==> src/design/dvfs_pkg.sv <==
`default_nettype none
package dvfs_pkg;

    localparam int MAX_SLOTS = 16;

    localparam logic [1:0] KIND_BEGIN = 2'd0;
    localparam logic [1:0] KIND_DONE  = 2'd1;
    localparam logic [1:0] KIND_END   = 2'd2;

    localparam logic [1:0] REG_MAX_FREQ    = 2'd0;
    localparam logic [1:0] REG_MIN_FREQ    = 2'd1;
    localparam logic [1:0] REG_ENABLE_WALL = 2'd2;
    localparam logic [1:0] REG_DISABLE_WALL = 2'd3;

    typedef struct packed {
        logic [1:0]  kind;
        logic [3:0]  slot;
        logic [31:0] elapsed_us;
        logic [4:0]  thread_count;
        logic [31:0] wall_us;
    } in_item_t;

    typedef struct packed {
        logic [3:0]  out_slot;
        logic [15:0] plan_mhz;
        logic        planning_active;
        logic        last;
    } out_item_t;

    typedef struct packed {
        logic [15:0] hi_mhz;
        logic [15:0] lo_mhz;
        logic [31:0] en_wall;
        logic [31:0] dis_wall;
    } cfg_t;

endpackage
`default_nettype wire

==> src/design/dvfs_cmd_queue.sv <==
`default_nettype none
module dvfs_cmd_queue (
    input  wire logic               clk,
    input  wire logic               rst_n,
    input  wire logic               push,
    input  wire dvfs_pkg::in_item_t push_item,
    output logic                    full,
    input  wire logic               pop,
    output dvfs_pkg::in_item_t      head,
    output logic                    empty
);
    import dvfs_pkg::*;

    in_item_t   mem_reg [2];
    logic       wr_ptr_reg;
    logic       rd_ptr_reg;
    logic [1:0] count_reg;

    assign full  = (count_reg == 2'd2);
    assign empty = (count_reg == 2'd0);
    assign head  = mem_reg[rd_ptr_reg];

    always_ff @(posedge clk)
    begin
        if (push)
        begin
            mem_reg[wr_ptr_reg] <= push_item;
        end
    end

    always_ff @(posedge clk or negedge rst_n)
    begin
        if (!rst_n)
        begin
            wr_ptr_reg <= 1'b0;
            rd_ptr_reg <= 1'b0;
            count_reg  <= 2'd0;
        end
        else
        begin
            if (push)
            begin
                wr_ptr_reg <= ~wr_ptr_reg;
            end
            if (pop)
            begin
                rd_ptr_reg <= ~rd_ptr_reg;
            end
            count_reg <= count_reg + {1'b0, push} - {1'b0, pop};
        end
    end
endmodule
`default_nettype wire

==> config.mk <==
export PLATFORM = sky130hd
export DESIGN_NAME = dvfs_cmd_queue
export DESIGN_NICKNAME = d
export VERILOG_FILES = /design/src/design/dvfs_pkg.sv /design/src/design/dvfs_cmd_queue.sv
export SDC_FILE = /design/constraint.sdc
export NUM_CORES = 1
export LEC_CHECK = 0
export ABC_AREA = 1
export BUFFER_PORTS_ARGS = -buffer_cell sky130_fd_sc_hd__buf_2
export CORE_ASPECT_RATIO = 2
export CORE_UTILIZATION = 45
export CTS_BUF_LIST = sky130_fd_sc_hd__clkbuf_4
export CTS_CLUSTER_DIAMETER = 120
export CTS_CLUSTER_SIZE = 20
export DETAILED_ROUTE_END_ITERATION = 7
export GPL_TIMING_DRIVEN = 0
export PLACE_DENSITY = 0.73
export SETUP_SLACK_MARGIN = 0.4
export SKIP_LAST_GASP = 1
export SYNTH_ARGS = -nofsm -noshare
export SYNTH_HDL_FRONTEND = slang
export SYNTH_SLANG_ARGS = --single-unit
==> constraint.sdc <==
create_clock -name clk -period 4.1 [get_ports clk]
set_clock_uncertainty 0.15 [all_clocks]
set_input_delay 0.615 -clock clk [delete_from_list [all_inputs] [get_ports clk]]
set_output_delay 0.615 -clock clk [all_outputs]
set_load 0.05 [all_outputs]
==> impl_metrics.py, run 1 <==
metrics = {
    "status": {
        "outcome": "finished clean",
    },
    "hold_path": {
        "holdPathStages": 1,
        "hp-class": "input port to flip-flop",
        "hold_path_startpoint": "push_item[50]",
        "hold_end": "mem_reg[0][50]$_DFFE_PP_",
    },
    "synthesis": {
        "ys_seq_area_frac": 0.7945,
        "synth_area_leaders": "edfxtp_1, o21ai_0, inv_1",
        "synth_edf_count": 150,
        "ys_seq_elements": 154,
        "synth_top_flop_cell": "edfxtp_1",
        "yosys.area.top_type": "edfxtp_1",
        "syn_nets": 497,
        "yosysWarningCount": 0,
        "syn_inst": 416,
        "yosysUniqueCellTypes": 14,
        "netlist_top_cells_count": "edfxtp_1, inv_1, nand2_1",
        "async_reset_ff_frac": 0.02597,
        "synth_top_cell_area_share": 0.7772,
        "synth.most_common_cell": "edfxtp_1",
        "syn_area_per_cell_um2": 13.93,
        "synth_area_um2": 5796,
    },
    "grt": {
        "grt-busiest-layer": "met2",
        "grt_pass1_vias": 3556,
        "use_met3": 0.04146,
        "grt_pass1_wl_mm": 16.74,
        "grt_max_degree": 39,
        "antenna_found_initial": 4,
        "grt.total_usage": 0.1759,
        "grtUsageMet1": 0.1662,
        "grt_use_met2": 0.3268,
        "grt_overflow_total": 0,
    },
    "timing": {
        "min_period_ns": 2.753,
        "worst_pin_slew_ns": 0.5569,
        "final-hold-violation-count": 0,
        "hold_ws_ns": 0.1135,
        "relSlewSlack": 0.6278,
        "rsz0062_at_grt": "no",
        "setup_violations": 0,
        "slew_violations": 0,
        "min_period_over_period": 0.6716,
        "clock.fmax_ghz": 0.3632,
    },
    "route": {
        "firstDrtPassIters": 4,
        "wire_per_inst_um": 14.73,
        "dr_total_vias": 3611,
        "vias_per_cell": 4.745,
        "drc": 0,
        "wirelength_mm": 11.21,
        "drt_iter0_markers": 152,
        "postRouteAntennaNets": 0,
    },
    "floorplanning": {
        "die_width_um": 82.25,
        "die_h_um": 162.5,
        "ioPinCount": 156,
        "row_count": 58,
        "start_util": 0.4616,
        "core_um2": 12550,
        "dieArea_um2": 13360,
    },
    "clocking": {
        "cts.clk_slew.worst_paths_ns": 0.14,
        "clock-root-buffer": "clkbuf_4",
        "cts_buffers": 17,
        "cts.sinks": 154,
        "clk_path_buf_depth": 2,
        "cts_tree": "yes",
        "cts_setup_buffers": 0,
        "cts_max_level": 4,
        "postCtsResizedCells": 0,
        "clk_latency_ns": 0.51,
    },
    "worst_setup_path": {
        "cp.required_ns": 3.34,
        "reg2reg_depth": 3,
        "reg2reg_from": "wr_ptr_reg$_DFFE_PN0P_",
        "r2r-end": "mem_reg[1][8]$_DFFE_PP_",
        "worstSetupEndpointType": "output pin",
        "critical_path_class": "flip-flop to output pin",
        "cp.arrival_ns": 1.99,
        "regToRegSetupSlack_ns": 2.38,
        "cp-start-kind": "flip-flop",
        "crit_fanout": 10,
    },
    "power": {
        "vdd_ir_drop_max_mv": 0.4709,
        "powerDensity_nw_per_um2": 817.3,
        "total_power_mw": 5.838,
        "p_leak_nw": 3.082,
    },
    "placed_design": {
        "hpwl_mm": 8.103,
        "io_buffers": 155,
        "place_congestion": 0.7653,
        "dp_cells": 724,
    },
    "cells_and_area": {
        "drive_gt1_frac": 0.3311,
        "multiInputGateArea_um2": 745.7,
        "syn2layout_area_growth_pct": 23.25,
        "regArea_um2": 4604,
        "largest_reg_flops": 150,
        "nNetsFinal": 675,
        "fillCellCount": 1083,
        "fin_cells": 761,
    },
    "job": {
        "cap_violations": 0,
    },
}
==> logic make-up after synthesis <==
family                     share of synthesized area
AOI/OAI and AO/OA                            0.06477
xor gates and xnor gates                    0.003023
adders and majority gates                   0.004317
buffers and inverters                        0.07815
DFF                                           0.7945
and+or+nand+nor                              0.05527
==> worst max-delay path: stages, from the launching register on <==
cell and delay [ns]:
dfrtp_1 0.56, buf_6 0.24, buf_4 0.21, nand2_1 0.07, o21ai_0 0.07, buf_2 0.30
==> routing by layer <==
metal / vias up / wire, µm
met3: 22 / 541
li1: 1770 / -
met1: 1703 / 3841
met4: 0 / 344
met2: 116 / 6484
met5: - / 0
==> through the flow <==
stage               cell area, µm²    util  setup WS [ns]  TNS (ns)
floorplan                     5798       -         0.9418         0
global placement              6761  0.5386       -0.09941    -7.043
detailed placement            6829  0.5440          1.876         0
CTS                           7133  0.5682          1.243         0
global route                  7143  0.5690          1.145         0
finish                        7143  0.5690          1.347         0
==> repair_timing <==
action,4_1_cts,5_1_grt
setup endpoints to repair,0,0
endpoints found under the hold margin,4,0
hold buffers,1,0
==> worst max path at each step <==
stage	endpoint	cells after the start	from	slack, ns
after floorplan	mem_reg[0][0]$_DFFE_PP_	2	push	0.94
after global placement	mem_reg[0][45]$_DFFE_PP_	3	push	-0.1
after detailed placement	head[74]	5	rd_ptr_reg$_DFFE_PN0P_	1.88
after CTS	head[74]	5	rd_ptr_reg$_DFFE_PN0P_	1.24
after global routing	head[74]	5	rd_ptr_reg$_DFFE_PN0P_	1.14
final	head[74]	5	rd_ptr_reg$_DFFE_PN0P_	1.35
==> power by group <==
part	internal, mW	switching [mW]
Combinational	0.584	2.15
Clock	0.383	0.550
Sequential	2.08	0.0886
Total	3.05	2.79
==> placed cells by master (no fill, tap or decap) <==
cell / instances
buf_4: 1
clkinvlp_4: 3
ha_1: 2
inv_1: 81
dlygate4sd3_1: 1
buf_2: 155
buf_6: 1
inv_4: 1
nand3_1: 1
clkbuf_1: 6
diode_2: 4
xor2_1: 2
clkinv_1: 1
nand2_1: 81
o21ai_0: 75
edfxtp_1: 150
buf_12: 3
nor2_1: 2
dfrtp_1: 4
clkbuf_4: 19
clkinv_4: 1
clkbuf_8: 7
nor2_4: 1
bufinv_16: 2
inv_8: 1
inv_6: 6
==> area by class of cell <==
| class | instances | area share |
|---|---|---|
| multi-input cells | 164 | 0.1044 |
| clock inverters | 14 | 0.02225 |
| flip-flops and latches | 154 | 0.6446 |
| plain buffers | 16 | 0.02032 |
| clock buffers | 18 | 0.01892 |
| inverters | 82 | 0.04344 |
| repair buffers | 159 | 0.1184 |
| well taps | 150 | 0.02627 |
| diodes | 4 | 0.001401 |
Note: power is estimated with default switching activity, not from simulation.
==> run 2, diff against run 1 <==
==> constraint.sdc (replaced) <==
create_clock -name clk -period 2.53 [get_ports clk]
set_clock_uncertainty 0.15 [all_clocks]
set_input_delay 0.3795 -clock clk [delete_from_list [all_inputs] [get_ports clk]]
set_output_delay 0.3795 -clock clk [all_outputs]
set_load 0.05 [all_outputs]
==> run 2 against run 1 <==
Against the previous run: hold slack better by 0.32 ns; clock power is 77% higher; die area stayed put; global-route usage rose by 3.0 points; power increased by 100%; cell count grew 11%; combinational power is 140% higher; critical path type unchanged; core utilization up 15 points; largest power group unchanged.
==> impl_metrics.py, run 2 (synthesis gave the netlist of run 1 again) <==
metrics = {
    "grt": {
        "grt_pass1_vias": 4288,
        "antenna_found_initial": 1,
        "grt_max_degree": 43,
        "use_met3": 0.06218,
        "grt_use_met2": 0.3888,
        "grt_overflow_total": 0,
        "grtUsageMet1": 0.1813,
        "grt.total_usage": 0.2059,
        "grt_pass1_wl_mm": 19.64,
        "grt-busiest-layer": "met2",
    },
    "timing": {
        "min_period_over_period": 0.8804,
        "relSlewSlack": 0.4228,
        "rsz0062_at_grt": "yes",
        "fin_ws_ns": 0.3026,
        "min_period_ns": 2.227,
        "final-hold-violation-count": 0,
        "slew_violations": 0,
        "worst_pin_slew_ns": 0.8610,
        "clock.fmax_ghz": 0.4489,
        "setup_violations": 0,
    },
    "floorplanning": {
        "core_um2": 12550,
        "die_width_um": 82.25,
        "dieArea_um2": 13360,
        "row_count": 58,
        "start_util": 0.4616,
        "die_h_um": 162.5,
        "ioPinCount": 156,
    },
    "placed_design": {
        "place_congestion": 0.6832,
        "post-place-ws_ns": 0.3819,
        "dp_cells": 724,
        "io_buffers": 155,
        "hpwl_mm": 8.101,
    },
    "power": {
        "vdd_ir_drop_max_mv": 0.7764,
        "p_seq_frac": 0.303,
        "p_leak_nw": 3.769,
        "p_sw_mw": 5.199,
        "swShare": 0.4441,
        "combPwrFrac": 0.556,
        "total_power_mw": 11.71,
        "pwr-share-clk": 0.141,
        "p_int_mw": 6.508,
        "powerDensity_nw_per_um2": 1297,
    },
    "worst_setup_path": {
        "crit_slowest_cell": "dfrtp_2",
        "critPathMaxStageDelay_ns": 0.50,
        "worstPathCellList": "clkbuf_16 -> buf_12 -> o21ai_2 -> buf_6",
        "crit_fanout": 10,
        "worstSetupEndpointType": "output pin",
        "cp.required_ns": 2.00,
        "cp-start-kind": "flip-flop",
        "cp.arrival_ns": 1.70,
        "critical_path_class": "flip-flop to output pin",
    },
    "hold_path": {
        "hp-class": "input port to flip-flop",
    },
    "cells_and_area": {
        "fin_cells": 843,
        "drive_gt1_frac": 0.4249,
        "final_cell_mix": "edfxtp_1, buf_2, inv_1",
        "largest_reg_flops": 150,
        "syn2layout_area_growth_pct": 55.74,
        "layout.cells.most_common": "edfxtp_1",
        "nNetsFinal": 760,
    },
    "route": {
        "vias_per_cell": 4.834,
        "drc": 0,
        "postRouteAntennaNets": 0,
        "firstDrtPassIters": 4,
        "wirelength_mm": 13.82,
        "wire_per_inst_um": 16.39,
        "drt_iter0_markers": 178,
        "dr_total_vias": 4075,
    },
    "clocking": {
        "clk_latency_ns": 0.51,
        "cts_max_level": 4,
        "cts.sinks": 154,
        "clock-root-buffer": "clkbuf_4",
        "cts_tree": "yes",
        "clk_path_buf_depth": 2,
        "cts_buffers": 17,
        "cts.clk_slew.worst_paths_ns": 0.12,
    },
    "job": {
        "cap_violations": 0,
    },
    "status": {
        "outcome": "finished clean",
    },
}
## run 2: changes by cell type in the layout (fill, tap and decap cells not counted), moves of 18 or more
cell           change
dlygate4sd3_1     +79
buf_2             -72
buf_6             +71
o21ai_4           +18
o21ai_2           +45
o21ai_0           -75
## run 2: worst paths after layout
check / start / endpoint / slack (ns) / depth (start not counted)
worst max-delay path: rd_ptr_reg$_DFFE_PN0P_ / head[68] / 0.30 / 4
worst min-delay path: push_item[1] / mem_reg[0][1]$_DFFE_PP_ / 0.43 / 2
worst max register to register: wr_ptr_reg$_DFFE_PN0P_ / mem_reg[1][32]$_DFFE_PP_ / 0.52 / 2
worst min register to register: wr_ptr_reg$_DFFE_PN0P_ / wr_ptr_reg$_DFFE_PN0P_ / 0.45 / 1
max in group asynchronous: rst_n / count_reg[0]$_DFF_PN0_ / 0.88 / 4
min in group asynchronous: rst_n / count_reg[1]$_DFF_PN0_ / 0.63 / 3
## run 2: metal layers
layer | routed length, µm | vias up
li1 | - | 1935
met1 | 4575 | 1968
met2 | 8143 | 138
met3 | 603 | 34
met4 | 497 | 0
met5 | 0 | -
## run 2: what timing repair did
item	4_1_cts	5_1_grt
gates resized for setup	156	147
setup endpoints to repair	75	117
pin swaps	0	13
setup buffers	0	3
hold buffers	80	0
hold endpoints to repair	157	0
cloned	0	3
## run 2: worst max-delay path: cells and delay by family, from the launching register on
family	cells	cell delay, ns
buffers and inverters	3	0.53
AOI/OAI and AO/OA	1	0.16
DFF	1	0.50
## run 2: cell type report
| class | instances | area [µm²] |
|---|---|---|
| Clock inverter | 14 | 191.4 |
| Sequential cell | 154 | 4606 |
| Fill cell | 775 | 3528 |
| Clock buffer | 18 | 135.1 |
| Buffer | 16 | 226.5 |
| Tap cell | 150 | 187.7 |
| Inverter | 82 | 311.5 |
| Antenna cell | 1 | 2.502 |
| Timing Repair inverter | 1 | 5.005 |
| Timing Repair Buffer | 243 | 2201 |
| Multi-Input combinational cell | 164 | 1160 |
## run 2: through the flow
step	area [µm²]	setup TNS, ns	util	hold slack (ns)
final	9026	0	0.7190	0.4331
after global routing	9026	0	0.7190	0.3670
after CTS	8412	0	0.6700	0.3692
after detailed placement	6833	0	0.5443	0.04970
after global placement	6773	-31.68	0.5395	0.04405
after floorplan	5809	0	-	-0.06609
## run 2: power groups by stage
| stage | clock network, mW | logic (mW) | registers [mW] |
|---|---|---|---|
| after floorplan | 0 | 3.45 | 3.56 |
| after global placement | 0 | 4.47 | 3.59 |
| after detailed placement | 0 | 4.59 | 3.59 |
| after CTS | 1.69 | 5.55 | 3.54 |
| after global routing | 1.79 | 6.82 | 3.59 |
| final | 1.65 | 6.51 | 3.54 |
==> run 3, diff against run 2 <==
--- a/config.mk
+++ b/config.mk
@@ -7,14 +7,17 @@
 export LEC_CHECK = 0
 export ABC_AREA = 1
 export BUFFER_PORTS_ARGS = -buffer_cell sky130_fd_sc_hd__buf_2
+export CELL_PAD_IN_SITES_DETAIL_PLACEMENT = 1
+export CELL_PAD_IN_SITES_GLOBAL_PLACEMENT = 2
 export CORE_ASPECT_RATIO = 2
-export CORE_UTILIZATION = 45
+export CORE_UTILIZATION = 33
 export CTS_BUF_LIST = sky130_fd_sc_hd__clkbuf_4
 export CTS_CLUSTER_DIAMETER = 120
 export CTS_CLUSTER_SIZE = 20
 export DETAILED_ROUTE_END_ITERATION = 7
 export GPL_TIMING_DRIVEN = 0
-export PLACE_DENSITY = 0.73
+export PLACE_DENSITY_LB_ADDON = 0.1
+export REMOVE_ABC_BUFFERS = 1
 export SETUP_SLACK_MARGIN = 0.4
 export SKIP_LAST_GASP = 1
 export SYNTH_ARGS = -nofsm -noshare
==> run 3 against run 2 <==
Against the previous run: first-iteration DRC count shrank 42%; core utilization shrank 17 points; count of clock-buffer cells in the layout grew 2; sequential power is essentially flat; die area grew 36%; routed wire length grew 17%; cell count grew 7.0%; register-to-register slack gained 0.12 ns; sequential share of layout area shrank 1.8 points; global-route usage shrank 3.0 points; via count grew 0.81%.
==> impl_metrics.py, run 3 (synthesis gave the netlist of run 1 again) <==
metrics = {
    "status": {
        "outcome": "finished clean",
    },
    "route": {
        "dr_total_vias": 4108,
        "wirelength_mm": 16.22,
        "drt_iter0_markers": 104,
        "vias_per_cell": 4.554,
        "wire_per_inst_um": 17.98,
        "firstDrtPassIters": 4,
        "postRouteAntennaNets": 0,
        "drc": 0,
    },
    "clocking": {
        "clk_latency_ns": 0.55,
        "cts_tree": "yes",
        "cts.clk_slew.worst_paths_ns": 0.13,
        "cts_buffers": 17,
        "clock-root-buffer": "clkbuf_4",
        "cts.sinks": 154,
        "clk_path_buf_depth": 2,
        "cts_max_level": 4,
    },
    "worst_setup_path": {
        "crit_fanout": 10,
        "cp.arrival_ns": 1.81,
        "regToRegSetupSlack_ns": 0.64,
        "cp.required_ns": 2.00,
        "reg2reg_depth": 3,
        "reg2reg_from": "wr_ptr_reg$_DFFE_PN0P_",
        "critical_path_class": "flip-flop to output pin",
        "crit_path_start": "rd_ptr_reg$_DFFE_PN0P_",
        "cp-start-kind": "flip-flop",
        "worstSetupEndpointType": "output pin",
    },
    "timing": {
        "min_period_ns": 2.335,
        "relSlewSlack": 0.5773,
        "slew_violations": 0,
        "min_period_over_period": 0.9229,
        "final-hold-violation-count": 0,
        "worst_pin_slew_ns": 0.6325,
        "rsz0062_at_grt": "yes",
        "clock.fmax_ghz": 0.4283,
        "fin_setup_tns_ns": 0,
        "setup_violations": 0,
        "hold_ws_ns": 0.3812,
    },
    "grt": {
        "grt.total_usage": 0.1761,
        "grt_max_degree": 40,
        "grt_pass1_wl_mm": 22.81,
        "grt_pass1_vias": 4484,
        "grt_overflow_total": 0,
        "antenna_found_initial": 1,
    },
    "floorplanning": {
        "core_um2": 17190,
        "ioPinCount": 156,
        "dieArea_um2": 18130,
        "die_h_um": 189.4,
        "start_util": 0.3372,
        "row_count": 68,
        "die_width_um": 95.71,
    },
    "power": {
        "p_leak_nw": 3.833,
        "vdd_ir_drop_max_mv": 0.6160,
        "total_power_mw": 12.08,
        "powerDensity_nw_per_um2": 1291,
    },
    "placed_design": {
        "hpwl_mm": 8.179,
        "io_buffers": 155,
        "place_congestion": 0.6938,
        "placed_area_um2": 6825,
    },
    "job": {
        "cap_violations": 0,
    },
    "cells_and_area": {
        "layout.cells.most_common": "edfxtp_1",
        "syn2layout_area_growth_pct": 61.44,
        "multiInputGateArea_um2": 1353,
        "largest_reg_flops": 150,
        "fillCellCount": 1735,
        "final_cell_mix": "edfxtp_1, inv_1, buf_2",
        "nNetsFinal": 759,
        "postLayoutCellArea_um2": 9356,
        "drive_gt1_frac": 0.4472,
        "regArea_um2": 4608,
    },
    "hold_path": {
        "hold_path_startpoint": "push_item[48]",
        "holdPathStages": 2,
        "hp-class": "input port to flip-flop",
    },
}
-- run 3: cell count changes in the layout (fill, tap and decap cells not counted), sizes merged --
cell / change
dlygate4sd3: -1
clkinv: +4
clkbuf: +5
inv: -3
bufinv: -4
buf: -2
-- run 3: timing repair --
action	CTS	global route
hold buffers	79	0
cloned	4	7
gates resized for setup	254	121
endpoints found under the setup margin	75	75
pin swaps	4	8
endpoints found under the hold margin	157	0
setup buffers	8	1
-- run 3: path summary, 6_finish.rpt --
kind / to
max in group asynchronous: rd_ptr_reg$_DFFE_PN0P_
min in group asynchronous: count_reg[1]$_DFF_PN0_
max: head[55]
min: mem_reg[0][48]$_DFFE_PP_
min reg2reg: wr_ptr_reg$_DFFE_PN0P_
max reg2reg: mem_reg[0][58]$_DFFE_PP_
-- run 3: final cells by class --
| cell class | count | area share |
|---|---|---|
| Clock buffer | 20 | 0.01605 |
| Sequential cell | 154 | 0.4925 |
| Timing Repair Buffer | 259 | 0.2769 |
| Antenna cell | 1 | 0.0002675 |
| Multi-Input combinational cell | 164 | 0.1446 |
| Clock inverter | 12 | 0.008425 |
| Tap cell | 210 | 0.02808 |
| Inverter | 82 | 0.03316 |
-- run 3: metal layers --
layer	track usage	routed length [µm]	up-vias
li1	-	-	1946
met1	0.1732	5717	2041
met2	0.3385	9625	101
met3	0.04498	569	20
met4	0.06429	305	0
met5	0	0	-
-- run 3: power breakdown --
part | switching [mW] | total [mW] | internal (mW)
registers | 0.158 | 3.54 | 3.38
logic | 4.56 | 7.25 | 2.70
clock network | 0.871 | 1.28 | 0.410
-- run 3: metrics by stage --
stage	worst slack (ns)	instances	util
2_1_floorplan	-1.693	400	-
3_3_place_gp	-4.041	765	0.3892
3_5_place_dp	0.2530	770	0.3971
4_1_cts	0.1414	893	0.5054
5_1_grt	0.09728	902	0.5444
6_report	0.1951	902	0.5444
-- run 3: critical path: stages, from the launching register on --
cell       delay, ns
dfrtp_4         0.53
buf_12          0.17
clkbuf_16       0.19
o21ai_4         0.18
buf_8           0.17
